**src/design/prle_pkg.sv**
```systemverilog
// Package for the PCX run-length encoder: run and command types, constants
// and the count-byte helpers used by the back end.
// No dependencies.
package prle_pkg;

  // Longest run before a forced flush
  localparam int MaxRun = 63;
  localparam int RunLenW = 6;
  // Count-byte tag; values at or above it need an explicit count
  localparam logic [7:0] CountTag = 8'hC0;
  // Depth of the command queue between front and back end
  localparam int FifoDepth = 4;
  localparam int FifoPtrW = $clog2(FifoDepth);

  // One closed run
  typedef struct packed {
    logic [7:0]         value;
    logic [RunLenW-1:0] length;
  } run_t;

  // Runs closed by one pixel: the previous run, then the new one
  typedef struct packed {
    logic a_vld;
    run_t a;
    logic b_vld;
    run_t b;
  } cmd_t;

  // Queue status seen by the front and back ends
  typedef struct packed {
    logic full;
    logic empty;
  } fifo_stat_t;

  // A run needs a count byte unless it is a single byte below the tag
  function automatic logic needs_count(run_t r);
    needs_count = (r.length > RunLenW'(1)) || (r.value >= CountTag);
  endfunction

  function automatic logic [7:0] count_byte(run_t r);
    count_byte = CountTag | {{(8 - RunLenW){1'b0}}, r.length};
  endfunction

endpackage

```
**src/design/pcx_run_length_encoder_top.sv**
```systemverilog
// PCX run-length encoder, top level: front end, command queue and back end.
// Depends on prle_pkg, prle_front, prle_fifo and prle_back.
//
// Usage:
//   Slave stream: one pixel per word in tdata[7:0]; tlast marks the last
//   pixel of an image row. Master stream: one encoded byte per word in
//   tdata[7:0]; tlast marks the last byte caused by one input pixel.
//   Runs end on a pixel change, at a length of 63 or at row end, and are
//   sent as the value alone (single pixel below 0xC0) or as 0xC0|length
//   followed by the value. A pixel causes zero to four output bytes.
//   The first byte of a pixel passes the command queue, then the output
//   register. Throughput: one pixel per cycle while the queue is not full;
//   output runs at one byte per cycle while the receiver is ready, set by the
//   single output register, and a four-entry command queue absorbs the bursts.
//   When the receiver stalls, the output word holds and the queue fills;
//   s_axis_tready_o drops only once the queue is full.
//   Reset clears the open run, empties the queue and drops tvalid.
module pcx_run_length_encoder_top (
  input  logic       clk_i,
  input  logic       rst_ni,
  // Pixel input
  input  logic       s_axis_tvalid_i,
  output logic       s_axis_tready_o,
  input  logic [7:0] s_axis_tdata_i,   // [7:0] pixel
  input  logic       s_axis_tlast_i,   // row_end
  // Encoded output
  output logic       m_axis_tvalid_o,
  input  logic       m_axis_tready_i,
  output logic [7:0] m_axis_tdata_o,   // [7:0] out_byte
  output logic       m_axis_tlast_o    // out_last
);
  import prle_pkg::*;

  cmd_t       push_cmd, head_cmd;
  logic       push, pop;
  fifo_stat_t stat;

  prle_front u_front (
    .clk_i     (clk_i),
    .rst_ni    (rst_ni),
    .pix_vld_i (s_axis_tvalid_i),
    .pixel_i   (s_axis_tdata_i),
    .row_end_i (s_axis_tlast_i),
    .pix_rdy_o (s_axis_tready_o),
    .stat_i    (stat),
    .push_o    (push),
    .cmd_o     (push_cmd)
  );

  prle_fifo u_fifo (
    .clk_i  (clk_i),
    .rst_ni (rst_ni),
    .push_i (push),
    .data_i (push_cmd),
    .pop_i  (pop),
    .head_o (head_cmd),
    .stat_o (stat)
  );

  prle_back u_back (
    .clk_i      (clk_i),
    .rst_ni     (rst_ni),
    .head_i     (head_cmd),
    .stat_i     (stat),
    .pop_o      (pop),
    .out_vld_o  (m_axis_tvalid_o),
    .out_rdy_i  (m_axis_tready_i),
    .out_byte_o (m_axis_tdata_o),
    .out_last_o (m_axis_tlast_o)
  );

endmodule

```
**src/design/prle_front.sv**
```systemverilog
// Front end of the PCX run-length encoder: keeps the open run and turns each
// pixel into a command of up to two closed runs. Depends on prle_pkg.
module prle_front (
  input  logic              clk_i,
  input  logic              rst_ni,
  input  logic              pix_vld_i,
  input  logic [7:0]        pixel_i,
  input  logic              row_end_i,
  output logic              pix_rdy_o,
  input  prle_pkg::fifo_stat_t stat_i,
  output logic              push_o,
  output prle_pkg::cmd_t    cmd_o
);
  import prle_pkg::*;

  logic [7:0]         run_value_q, run_value_d;
  logic [RunLenW-1:0] run_length_q, run_length_d;
  logic               run_active_q, run_active_d;

  logic               accept;
  logic               close_a, close_b;
  logic [7:0]         new_value;
  logic [RunLenW-1:0] new_length;

  assign pix_rdy_o = !stat_i.full;
  assign accept    = pix_vld_i && pix_rdy_o;

  // Classify the pixel: does it close the open run, and does the new run close
  always_comb begin
    close_a = run_active_q && (pixel_i != run_value_q);
    if (run_active_q && !close_a) begin
      new_value  = run_value_q;
      new_length = run_length_q + RunLenW'(1);
    end else begin
      new_value  = pixel_i;
      new_length = RunLenW'(1);
    end
    close_b = row_end_i || (new_length >= RunLenW'(MaxRun));
  end

  // Command to the queue
  always_comb begin
    cmd_o.a_vld    = close_a;
    cmd_o.a.value  = run_value_q;
    cmd_o.a.length = run_length_q;
    cmd_o.b_vld    = close_b;
    cmd_o.b.value  = new_value;
    cmd_o.b.length = new_length;
  end
  assign push_o = accept && (close_a || close_b);

  // Run state update
  always_comb begin
    run_value_d  = run_value_q;
    run_length_d = run_length_q;
    run_active_d = run_active_q;
    if (accept) begin
      run_value_d  = new_value;
      run_length_d = close_b ? '0 : new_length;
      run_active_d = !close_b;
    end
  end

  always_ff @(posedge clk_i or negedge rst_ni) begin
    if (!rst_ni) begin
      run_value_q  <= '0;
      run_length_q <= '0;
      run_active_q <= 1'b0;
    end else begin
      run_value_q  <= run_value_d;
      run_length_q <= run_length_d;
      run_active_q <= run_active_d;
    end
  end

  // An open run is never empty and is flushed before it reaches the limit
  a_open_len: assert property (@(posedge clk_i) disable iff (!rst_ni)
    run_active_q |-> (run_length_q != '0) && (run_length_q < RunLenW'(MaxRun)))
    else $error("open run length out of range");

  // No open run means zero length
  a_idle_len: assert property (@(posedge clk_i) disable iff (!rst_ni)
    !run_active_q |-> (run_length_q == '0))
    else $error("length left over without an open run");

  // A row end always leaves no open run
  a_row_flush: assert property (@(posedge clk_i) disable iff (!rst_ni)
    (accept && row_end_i) |=> !run_active_q)
    else $error("run survived a row end");

endmodule

```
**src/design/prle_fifo.sv**
```systemverilog
// Short command queue between the front and back ends of the PCX run-length
// encoder. Depends on prle_pkg.
module prle_fifo (
  input  logic              clk_i,
  input  logic              rst_ni,
  input  logic              push_i,
  input  prle_pkg::cmd_t    data_i,
  input  logic              pop_i,
  output prle_pkg::cmd_t    head_o,
  output prle_pkg::fifo_stat_t stat_o
);
  import prle_pkg::*;

  cmd_t                entry_q [FifoDepth];
  logic [FifoPtrW-1:0] wr_ptr_q, wr_ptr_d;
  logic [FifoPtrW-1:0] rd_ptr_q, rd_ptr_d;
  logic [FifoPtrW:0]   count_q, count_d;
  logic                do_push, do_pop;

  assign stat_o.full  = (count_q == (FifoPtrW + 1)'(FifoDepth));
  assign stat_o.empty = (count_q == '0);
  assign head_o       = entry_q[rd_ptr_q];

  assign do_push = push_i && !stat_o.full;
  assign do_pop  = pop_i && !stat_o.empty;

  // Pointer and fill count
  always_comb begin
    wr_ptr_d = do_push ? wr_ptr_q + FifoPtrW'(1) : wr_ptr_q;
    rd_ptr_d = do_pop ? rd_ptr_q + FifoPtrW'(1) : rd_ptr_q;
    count_d  = count_q;
    if (do_push && !do_pop) begin
      count_d = count_q + (FifoPtrW + 1)'(1);
    end else if (do_pop && !do_push) begin
      count_d = count_q - (FifoPtrW + 1)'(1);
    end
  end

  always_ff @(posedge clk_i or negedge rst_ni) begin
    if (!rst_ni) begin
      wr_ptr_q <= '0;
      rd_ptr_q <= '0;
      count_q  <= '0;
    end else begin
      wr_ptr_q <= wr_ptr_d;
      rd_ptr_q <= rd_ptr_d;
      count_q  <= count_d;
    end
  end

  // Storage, no reset
  always_ff @(posedge clk_i) begin
    if (do_push) begin
      entry_q[wr_ptr_q] <= data_i;
    end
  end

endmodule

```
**src/design/prle_back.sv**
```systemverilog
// Back end of the PCX run-length encoder: expands each queued command into
// its count and value bytes, one word per cycle while the receiver is ready,
// into an output register. Depends on prle_pkg.
module prle_back (
  input  logic              clk_i,
  input  logic              rst_ni,
  input  prle_pkg::cmd_t    head_i,
  input  prle_pkg::fifo_stat_t stat_i,
  output logic              pop_o,
  output logic              out_vld_o,
  input  logic              out_rdy_i,
  output logic [7:0]        out_byte_o,
  output logic              out_last_o
);
  import prle_pkg::*;

  logic [7:0] seq [4];
  logic [2:0] n_bytes;
  logic [1:0] idx_q, idx_d;
  logic       load, last_byte;
  logic       out_vld_q, out_vld_d;
  logic [7:0] out_byte_q;
  logic       out_last_q;

  // Byte sequence of the head command
  always_comb begin
    for (int i = 0; i < 4; i++) begin
      seq[i] = '0;
    end
    n_bytes = '0;
    if (head_i.a_vld) begin
      if (needs_count(head_i.a)) begin
        seq[n_bytes[1:0]] = count_byte(head_i.a);
        n_bytes = n_bytes + 3'd1;
      end
      seq[n_bytes[1:0]] = head_i.a.value;
      n_bytes = n_bytes + 3'd1;
    end
    if (head_i.b_vld) begin
      if (needs_count(head_i.b)) begin
        seq[n_bytes[1:0]] = count_byte(head_i.b);
        n_bytes = n_bytes + 3'd1;
      end
      seq[n_bytes[1:0]] = head_i.b.value;
      n_bytes = n_bytes + 3'd1;
    end
  end

  // Load the output register whenever the queue holds a command and the register is free or being drained
  assign load      = !stat_i.empty && (!out_vld_q || out_rdy_i);
  assign last_byte = ({1'b0, idx_q} == (n_bytes - 3'd1));
  assign pop_o     = load && last_byte;

  always_comb begin
    idx_d     = idx_q;
    out_vld_d = out_vld_q;
    if (load) begin
      idx_d     = last_byte ? '0 : idx_q + 2'd1;
      out_vld_d = 1'b1;
    end else if (out_rdy_i) begin
      out_vld_d = 1'b0;
    end
  end

  always_ff @(posedge clk_i or negedge rst_ni) begin
    if (!rst_ni) begin
      idx_q     <= '0;
      out_vld_q <= 1'b0;
    end else begin
      idx_q     <= idx_d;
      out_vld_q <= out_vld_d;
    end
  end

  // Output word register
  always_ff @(posedge clk_i) begin
    if (load) begin
      out_byte_q <= seq[idx_q];
      out_last_q <= last_byte;
    end
  end

  assign out_vld_o  = out_vld_q;
  assign out_byte_o = out_byte_q;
  assign out_last_o = out_last_q;

  // Only commands that close a run are ever queued
  a_cmd_nonempty: assert property (@(posedge clk_i) disable iff (!rst_ni)
    !stat_i.empty |-> (head_i.a_vld || head_i.b_vld))
    else $error("queued command carries no run");

  // Byte index stays within the head command
  a_idx_range: assert property (@(posedge clk_i) disable iff (!rst_ni)
    !stat_i.empty |-> ({1'b0, idx_q} < n_bytes))
    else $error("byte index past end of command");

  // A partly sent command keeps the queue non-empty
  a_idx_head: assert property (@(posedge clk_i) disable iff (!rst_ni)
    (idx_q != '0) |-> !stat_i.empty)
    else $error("partial command lost from queue");

endmodule
```
**config.mk**
```make
export PLATFORM = sky130hd
export DESIGN_NAME = pcx_run_length_encoder_top
export DESIGN_NICKNAME = d
export VERILOG_FILES = /design/src/design/prle_pkg.sv /design/src/design/pcx_run_length_encoder_top.sv /design/src/design/prle_front.sv /design/src/design/prle_fifo.sv /design/src/design/prle_back.sv
export SDC_FILE = /design/constraint.sdc
export NUM_CORES = 1
export LEC_CHECK = 0
export BUFFER_PORTS_ARGS = -buffer_cell sky130_fd_sc_hd__buf_4
export CAP_MARGIN = 10
export CELL_PAD_IN_SITES_DETAIL_PLACEMENT = 1
export CELL_PAD_IN_SITES_GLOBAL_PLACEMENT = 2
export CORE_MARGIN = 8
export CORE_UTILIZATION = 40
export CTS_BUF_LIST = sky130_fd_sc_hd__clkbuf_16
export CTS_CLUSTER_DIAMETER = 150
export DETAILED_ROUTE_END_ITERATION = 8
export HOLD_SLACK_MARGIN = 0.08
export PLACE_DENSITY_LB_ADDON = 0.3
export SLEW_MARGIN = 20
export SYNTH_ARGS = -nofsm -noshare
export SYNTH_HDL_FRONTEND = slang
export SYNTH_SLANG_ARGS = --single-unit
export TNS_END_PERCENT = 5
```
**constraint.sdc**
```tcl
create_clock -name clk_i -period 5.72 [get_ports clk_i]
set_input_delay 0.572 -clock clk_i [delete_from_list [all_inputs] [get_ports clk_i]]
set_output_delay 0.572 -clock clk_i [all_outputs]
set_load 0.05 [all_outputs]
```
# Yosys cells after proc, flatten, opt, wreduce, memory -nomap -nowiden
# Memories as Yosys holds them, arrays and structs flattened.
# Cells that the tools add are included.
# classes
n_addsub	10
mul	0
n_div	0
order_cmp	12
eq_ne	3
shift	0
muxes	34
bitwise	4
n_reduce_logical	28
# op_table
op	count
$mux W32	4
$bwmux W32	3
$mux W8	8
$demux W8 S2	3
$mux W3	7
$bmux W8 S2	1
$ge A8 B8 Y1 const B	2
$logic_and A1 B1 Y1	13
$add A3 B1 Y3 const B	4
$ge A3 B3 Y1 const B	4
$gt A6 B1 Y1 const B	2
$mux W6	2
$not A2 Y3	4
$lt A3 B1 Y1 const B	3
$ne A8 B8 Y1	1
$logic_not A1 Y1	7
$add A2 B1 Y2 const B	3
$add A6 B1 Y6 const B	1
$ge A6 B6 Y1 const B	1
$sub A3 B1 Y3 const B	2
$logic_or A1 B1 Y1	5
$mux W1	5
$reduce_bool A2 Y1	2
$eq A2 B3 Y1	1
other kinds (3)	3
# word_totals
ff_bits	34
latchBits	0
ramBits	120
mem_bits_ro	0
in_bits	13
out_inout_bits	11
elab_cells	102
memories	1
# memory_table
memory	depth	width	read_ports	rd_ports_with_merged_regs	wr	line_no	text
u_fifo.entry_q	4	30	1	0	1	prle_fifo.sv:14	cmd_t entry_q [FifoDepth];

# Logic depth before layout (Yosys ltp)
# Gate-level depths: netlist of run 1.
# An unclocked memory read counts as a cell.
# depth
ltp_word	20
mapped_depth	20
ltp_nobuf	17

# Hierarchy
# A second synthesis of run 1 with hierarchy kept.
# unflattened
hier_cells	492
area_unflattened_um2	7149.4
# modules_own_cells
module	n_inst	cells_per_inst	area_each_um2	seq_area_each_um2
prle_fifo	1	194	4772.1	3778.6
prle_back	1	178	1370.1	345.3
prle_front	1	120	1007.2	375.4

# Least setup slack after synthesis of run 1
# Ideal clock, no wire load.
# synth_path
kind	register -> register
from	register u_fifo.rd_ptr_q[0]
to	register u_fifo.count_q[1]
setup_time_ps	125
t_arrival_ps	4061
required_ps	5595
setup_slack_ps	1534
stages_incl_launch_ff	19
path_buffers	3
synth_period_minus_slack_ps	4186
cell_sequence	dfrtp_1 > buf_6 > buf_12 > mux4_2 > nor3_4 > and3_1 > buf_4 > xnor2_1 > ha_1 > nor2_1 > a31oi_1 > ha_1 > xnor2_1 > nor2_2 > nand3_2 > ha_1 > inv_1 > fa_1 > mux2_2
# synth_via
elab_chain_cells	19
word_cells_on_any_way	25
classes_between	add/sub (4); order compare (4); eq/ne (1); mux (7); reduce/logical (8); memory (1)
# synth_rtl
item	line_no	text
from (decl)	prle_fifo.sv:16	logic [FifoPtrW-1:0] rd_ptr_q, rd_ptr_d;
from (signal assigned)	prle_fifo.sv:46	rd_ptr_q <= rd_ptr_d;
$mem_v2 Z4 W30 (*)	-	
$ge A8 B8 Y1 or $gt A6 B1 Y1 (tied branches)	prle_pkg.sv:37	needs_count = (r.length > RunLenW'(1)) || (r.value >= CountTag);
$logic_or A1 B1 Y1	prle_pkg.sv:37	
$mux W1	prle_back.sv:32	if (needs_count(head_i.a)) begin
$mux W3	prle_back.sv:31	if (head_i.a_vld) begin
$add A3 B1 Y3	prle_back.sv:37	n_bytes = n_bytes + 3'd1;
$mux W3	prle_back.sv:31	
$add A3 B1 Y3	prle_back.sv:42	n_bytes = n_bytes + 3'd1;
[... 4 more ...]	-	
$sub A3 B1 Y3 (*)	prle_back.sv:51	assign last_byte = ({1'b0, idx_q} == (n_bytes - 3'd1));
$eq A2 B3 Y1 (*)	prle_back.sv:51	
$logic_and A1 B1 Y1 (*)	prle_back.sv:52	assign pop_o = load && last_byte;
$logic_and A1 B1 Y1 (*)	prle_fifo.sv:25	assign do_pop = pop_i && !stat_o.empty;
$logic_not A1 Y1 (*)	prle_fifo.sv:32	if (do_push && !do_pop) begin
$logic_and A1 B1 Y1 (*)	prle_fifo.sv:32	
$mux W3 (*)	prle_fifo.sv:32	
net u_fifo.count_d[1]	prle_fifo.sv:17	logic [FifoPtrW:0] count_q, count_d;
to (signal assigned)	prle_fifo.sv:47	count_q <= count_d;
to (decl)	prle_fifo.sv:17	
# The timed path passes the listed nets; every way through them passes the cells marked *. The select of a mux whose other input is x is not followed.
# A chain may end at the register's enable or synchronous reset.

# Worst setup path in the final report of run 1
# Ends and elaborated chain as after synthesis.

==> flow_metrics.tcl, run 1 <==
set metrics [dict create \
    status "complete, no violations" \
    grt_max_degree 31 \
    min_period_over_period_pct 86.0 \
    postPlaceCellArea_um2 7460 \
    clkSlewWorstSetupHoldPaths_ns 0.07 \
    vias_per_cell 5.68 \
    skew_ns 0.00980 \
    syn_avg_cell_area_um2 15.4 \
    arrival_ns 5.24 \
    fin_setup_tns_ns 0 \
    gp_congestion 0.836 \
    crit_chain "buf_4 -> mux4_1 -> nor3_2 -> nand2_1 -> xnor2_1 -> ha_1 -> nor2_1 -> a31oi_1 -> ha_1 -> xnor2_1 -> nor2_2 -> nand3_2 -> ha_1 -> inv_1 -> fa_1 -> mux2_2" \
    ant_nets 0 \
    rsz0062_at_grt "false" \
    drive_above_1_share_pct 23.4 \
    first_pass_iters 5 \
    grt_overflow_total 0 \
    row_count 48 \
    wl_per_cell_um 23.0 \
    clk-insertion-delay-late_ns 0.43 \
    crit_type "reg2reg" \
    cts_tree "yes" \
    worst_setup_path_end_kind "flop" \
    die_h_um 149 \
    max_clock_freq_ghz 0.203 \
    syn_nets 487 \
    fp.dieW_um 149 \
    slew_viol_final 0 \
    p_per_area_nw_per_um2 567 \
    start_util_pct 41.0 \
    worst_pin_slew_ns 0.836 \
    cp_slowest_stage_delay_ns 0.67 \
    cts-root-buf "clkbuf_16" \
    htreeDepth 4 \
    slowest_stage "dfrtp_2" \
    n_antenna_cell 0 \
    ys_ff_latch 154 \
    path_common_cell "ha_1" \
    ir_worst_vdd_v 0.000338 \
    grt.total_usage_pct 15.9 \
    syn_inst 462 \
    power_mw 4.57 \
    grt_pass1_vias 4457 \
    hold_viol_final 0 \
    period_minus_slack_ns 4.92 \
    synth_edf_count 129 \
    clock-sinks 154 \
    seq_area_frac_synth_pct 63.4 \
    die_area_um2 22200 \
    cts_buffers 17 \
    syn_area_um2 7090 \
    critPathMaxFanout 16 \
    synth_warnings 0 \
    ioPinCount 24 \
    holdCritPathClass "in2reg" \
    port_buffers 23 \
    clk_path_buf_depth 2 \
    drt_iter0_markers 353 \
    syn_to_final_growth_pct 13.5 \
    synth_flop_cell "edfxtp_1" \
    antenna_found_initial 0 \
    vias 4145 \
    maxCapViolations 0 \
    hpwl_um 11100 \
    leakage_nw 2.81 \
    cp.required_ns 6.04 \
    max-slew-margin-rel_pct 43.8 \
    async_flop_share_pct 16.2 \
    setup_viol 0 \
    fin_nets 517 \
    post-route-drc-count 0 \
    fin_area_um2 8050 \
    netlist-cell-type-count 66 \
    final_core_util_pct 46.5 \
    crit_path_start_kind "flop" \
    grt_pass1_wl_um 26200 \
    wl_um 16800 \
    design.core.area_um2 17300 \
]
==> logic make-up after synthesis <==
group / Yosys count / synth area share, %
and+or+nand+nor: 115 / 8.13
buffers and inverters: 39 / 3.23
AOI/OAI and AO/OA: 79 / 8.36
muxes: 41 / 11.6
DFF: 154 / 63.4
adders and majority gates: 12 / 2.22
xor gates and xnor gates: 22 / 3.03
==> per-layer routing <==
layer | vias up | global-route usage (%) | part of all wire (%)
met5 | - | 0 | 0
met4 | 0 | 6.92 | 2.0
met3 | 23 | 2.88 | 3.3
met2 | 85 | 25.6 | 49
met1 | 2182 | 20.7 | 46
li1 | 1855 | - | -
==> worst max-delay path: cells and delay by family (launching register included) <==
family / cells / cell delay [ns]
adders and majority gates: 4 / 1.28
and+or+nand+nor: 5 / 1.04
muxes: 2 / 0.94
DFF: 1 / 0.67
xor gates and xnor gates: 2 / 0.44
buffers and inverters: 2 / 0.40
AOI/OAI and AO/OA: 1 / 0.05
==> where the power goes <==
part	internal (mW)	total, mW	leakage, nW	switching, mW
registers	1.50	1.65	1.51	0.145
clock network	0.615	1.11	0.273	0.491
logic	0.691	1.82	1.02	1.12
==> per-stage QoR <==
stage / hold slack, ns / setup slack, ns / cells
after floorplan: 0.276 / 1.53 / 462
after global placement: 0.477 / 0.909 / 697
after detailed placement: 0.492 / 0.733 / 697
after CTS: 0.339 / 0.732 / 730
after global routing: 0.348 / 0.427 / 730
final: 0.361 / 0.801 / 730
==> path summary, 6_finish.rpt <==
kind / slack [ns] / cells past startpoint / endpoint / startpoint
min in group asynchronous: 0.62 / 2 / u_fifo.count_q[0] / rst_ni
max reg2reg: 0.80 / 16 / u_fifo.count_q[1] / u_fifo.rd_ptr_q[0]
max in group asynchronous: 4.76 / 2 / u_fifo.rd_ptr_q[0] / rst_ni
max: 0.80 / 16 / u_fifo.count_q[1] / u_fifo.rd_ptr_q[0]
min: 0.36 / 1 / u_fifo.entry_q[3][8] / s_axis_tdata_i[2]
min reg2reg: 0.50 / 2 / u_back.out_vld_o / u_back.out_vld_o
==> flip-flops by register name, summed over array words and instances (netlist names) <==
signal and cells:
u_fifo.count_q 3, u_fifo.wr_ptr_q 2, u_back.out_vld_o 1, u_fifo.rd_ptr_q 2, u_back.idx_q 2, u_front.run_value_q 8, u_front.run_length_q 6, u_front.run_active_q 1
u_fifo.entry_q 120, u_back.out_byte_o 8, u_back.out_last_o 1
==> timing repair <==
item / in CTS / in global routing
endpoints found under the hold margin: 5 / 0
setup buffers: 0 / 0
hold buffers: 1 / 0
resized for setup: 0 / 0
==> area by class of cell <==
class                           instances  area [µm²]
Clock inverter                         15         155
Tap cell                              225         282
Clock buffer                           17         425
Sequential cell                       154        4500
Fill cell                            1719        9250
Timing Repair Buffer                   36         273
Inverter                               14        52.6
Multi-Input combinational cell        269        2360
==> cells in the final DEF, fill, tap and decap left out, types with 2 or more instances in the layout <==
cell type	netlist	layout
nand4_1	4	4
clkinvlp_4	0	4
inv_8	0	5
xnor2_1	8	8
nor4_1	2	2
nand2_1	48	48
a22oi_1	2	2
and3_1	5	5
nor2_1	20	20
ha_1	11	11
edfxtp_1	129	129
a31o_1	5	5
a221oi_1	6	6
mux4_2	24	24
or4_1	2	2
inv_1	14	14
buf_4	1	35
and2_1	7	7
nor2b_1	5	5
a41oi_1	6	6
nor3_1	2	2
clkbuf_16	0	17
nand2b_1	2	2
o211ai_1	6	6
nand3_1	5	5
clkinv_4	0	2
nand2_2	2	2
o21ai_0	24	24
dfrtp_1	25	24
a31oi_1	3	3
o221ai_1	3	3
inv_6	0	2
or2_2	2	2
xor2_1	12	12
mux2_2	10	10
a21boi_0	3	3
mux4_1	6	6
a21oi_1	6	6
==> synthesized netlist by cell type, drive strengths merged (2+ instances only) <==
master	count	area, µm²
a21oi	6	30.0
nor3	4	36.3
a31o	5	43.8
mux4	30	698
nor2b	5	31.3
edfxtp	129	3870
nand3	7	52.6
a21boi	3	22.5
buf	6	75.1
clkbuf	19	101
dfrtp	25	626
a221oi	6	52.6
nor2	21	81.3
o211ai	6	45.0
o21ai	24	120
and3	5	31.3
o221ai	3	26.3
a22oi	2	15.0
nand2b	2	12.5
nor4	2	12.5
and2	8	51.3
inv	14	52.6
or2	2	12.5
ha	11	138
a41oi	6	52.6
a211oi	2	32.5
a31oi	3	18.8
xnor2	9	86.3
mux2	10	113
xor2	12	105
nand2	50	193
or4	2	15.0
nand4	4	25.0
(Power assumes the default switching activity.)
==> run 2, diff against run 1 <==
--- a/config.mk
+++ b/config.mk
@@ -16,6 +16,7 @@
 export DETAILED_ROUTE_END_ITERATION = 8
 export HOLD_SLACK_MARGIN = 0.08
 export PLACE_DENSITY_LB_ADDON = 0.3
+export RECOVER_POWER = 50
 export SLEW_MARGIN = 20
 export SYNTH_ARGS = -nofsm -noshare
 export SYNTH_HDL_FRONTEND = slang
==> run 2 against run 1 <==
  * The flow now finishes with violations (max-capacitance violations, max-slew violations)
  * Die area unchanged
  * Combinational power decreased by 2%
  * Sequential share of layout area increased by 0.58 points
  * First-iteration DRC count fell by 2.8%
  * Critical endpoint unchanged
  * Largest cell class unchanged
  * Highest routed layer unchanged
==> flow_metrics.tcl, run 2 (synthesized netlist as in run 1, its figures left out) <==
set metrics [dict create \
    die_h_um 149 \
    critPathMaxFanout 16 \
    period_minus_slack_ns 4.96 \
    cts_buffers 17 \
    vias_per_cell 5.72 \
    failed_checks "max-capacitance violations, max-slew violations" \
    skew_ns 0.00977 \
    leakage_nw 2.73 \
    largest-register "u_fifo.entry_q" \
    p_int_mw 2.77 \
    holdCritPathClass "in2reg" \
    ioPinCount 24 \
    syn_to_final_growth_pct 12.4 \
    power.switching_mw 1.76 \
    drive_above_1_share_pct 19.0 \
    arrival_ns 5.28 \
    pwr-share-comb_pct 39.3 \
    cts-root-buf "clkbuf_16" \
    drt_iter0_markers 343 \
    gp_congestion 0.836 \
    fin_setup_tns_ns 0 \
    fin_area_um2 7970 \
    grt_pass1_wl_um 26200 \
    max_clock_freq_ghz 0.201 \
    grt_pass1_vias 4457 \
    clkSlewWorstSetupHoldPaths_ns 0.07 \
    rrSetupSlack_ns 0.76 \
    port_buffers 23 \
    start_util_pct 41.0 \
    grt_overflow_total 0 \
    slew_viol_final 26 \
    largest_reg_flops 120 \
    crit_path_start_kind "flop" \
    grt.total_usage_pct 15.9 \
    grt_max_degree 31 \
    maxCapViolations 1 \
    multi_input_area_um2 2360 \
    rsz0062_at_grt "false" \
    power.share.clock_pct 24.4 \
    die_area_um2 22200 \
    clock-sinks 154 \
    clk_path_buf_depth 2 \
    regArea_um2 4500 \
    swShare_pct 38.9 \
    max-slew-margin-rel_pct -22.7 \
    row_count 48 \
    ir_worst_vdd_v 0.000323 \
    crit_type "reg2reg" \
    cts_tree "yes" \
    postPlaceCellArea_um2 7460 \
    r2r-end "u_fifo.count_q[1]" \
    cts_setup_buffers 0 \
    antenna_found_initial 0 \
    hold_viol_final 0 \
    post-route-drc-count 0 \
    p_per_area_nw_per_um2 569 \
    status "finished with violations" \
    pwr-share-seq_pct 36.3 \
    ant_nets 0 \
    fin_nets 517 \
    reg2regPathDepth 16 \
    hpwl_um 11100 \
    final_common_cell "edfxtp_1" \
    wl_um 16800 \
    final_cell_mix "129 x edfxtp_1, 48 x nand2_1, 24 x mux4_2, 24 x o21ai_0, 24 x dfrtp_1" \
    n_antenna_cell 0 \
    worst_setup_path_end_kind "flop" \
    design.core.area_um2 17300 \
    setup_viol 0 \
    r2r-start "u_fifo.rd_ptr_q[0]" \
    wl_per_cell_um 23.0 \
    cp.required_ns 6.04 \
    vias 4176 \
    worst_pin_slew_ns 1.84 \
    cp-startpoint "u_fifo.rd_ptr_q[0]" \
    endpoint "u_fifo.count_q[1]" \
    htreeDepth 4 \
    first_pass_iters 5 \
    fillers 1730 \
    fp.dieW_um 149 \
    clk-insertion-delay-late_ns 0.43 \
    min_period_over_period_pct 86.8 \
]
==> run 2: cell count changes in the layout (fill, tap and decap cells not counted) <==
cell	previous run	this run
buf_4	35	13
clkbuf_1	0	22
==> run 2: worst max-delay path: stages, from the launching register on <==
cell     delay [ns]
dfrtp_2        0.67
buf_4          0.30
mux4_1         0.67
nor3_2         0.33
nand2_1        0.22
xnor2_1        0.30
ha_1           0.28
nor2_1         0.10
a31oi_1        0.05
ha_1           0.30
xnor2_1        0.14
nor2_2         0.21
nand3_2        0.18
ha_1           0.32
inv_1          0.09
fa_1           0.42
mux2_2         0.27
==> run 2: worst min-delay path by stage <==
stage / from / endpoint / slack, ns / cells after the start
after floorplan: rst_ni / u_back.idx_q[0] / 0.28 / 0
after global placement: u_back.out_vld_o / u_back.out_vld_o / 0.48 / 2
after detailed placement: u_back.out_vld_o / u_back.out_vld_o / 0.49 / 2
after CTS: s_axis_tdata_i[2] / u_fifo.entry_q[0][8] / 0.34 / 1
after global routing: m_axis_tready_i / u_back.out_vld_o / 0.41 / 4
final: m_axis_tready_i / u_back.out_vld_o / 0.38 / 4
==> run 2: routing by layer <==
metal	vias up	GRT usage (%)	wire length [µm]
met1	2221	20.7	7690
met3	22	2.88	547
met2	80	25.6	8200
met5	-	0	0
met4	0	6.92	344
li1	1853	-	-
==> run 2: per-stage QoR <==
| stage | utilization [%] | hold slack, ns | setup WS [ns] | total power, mW | std cells |
|---|---|---|---|---|---|
| 2_1_floorplan | - | 0.276 | 1.53 | 2.99 | 462 |
| 3_3_place_gp | 43.1 | 0.477 | 0.909 | 3.44 | 697 |
| 3_5_place_dp | 43.1 | 0.492 | 0.733 | 3.49 | 697 |
| 4_1_cts | 46.5 | 0.339 | 0.732 | 4.61 | 730 |
| 5_1_grt | 46.1 | 0.414 | 0.394 | 4.77 | 730 |
| 6_report | 46.1 | 0.383 | 0.756 | 4.53 | 730 |
==> run 2: final cells by class <==
| cell class | count | share of cell area (%) |
|---|---|---|
| flip-flops and latches | 154 | 56.5 |
| clock inverters | 15 | 1.95 |
| repair buffers | 36 | 2.39 |
| inverters | 14 | 0.659 |
| well taps | 225 | 3.53 |
| multi-input cells | 269 | 29.7 |
| clock buffers | 17 | 5.34 |
==> run 2: what timing repair did <==
action	4_1_cts	5_1_grt
hold buffers	1	0
endpoints found under the hold margin	5	0
gates resized for setup	0	0
==> run 2: power groups by stage <==
stage,sequential (mW),combinational (mW),clock [mW]
after global placement,1.66,1.78,0
after CTS,1.65,1.83,1.13
after floorplan,1.73,1.26,0
after detailed placement,1.67,1.82,0
final,1.64,1.78,1.11
after global routing,1.67,1.93,1.16
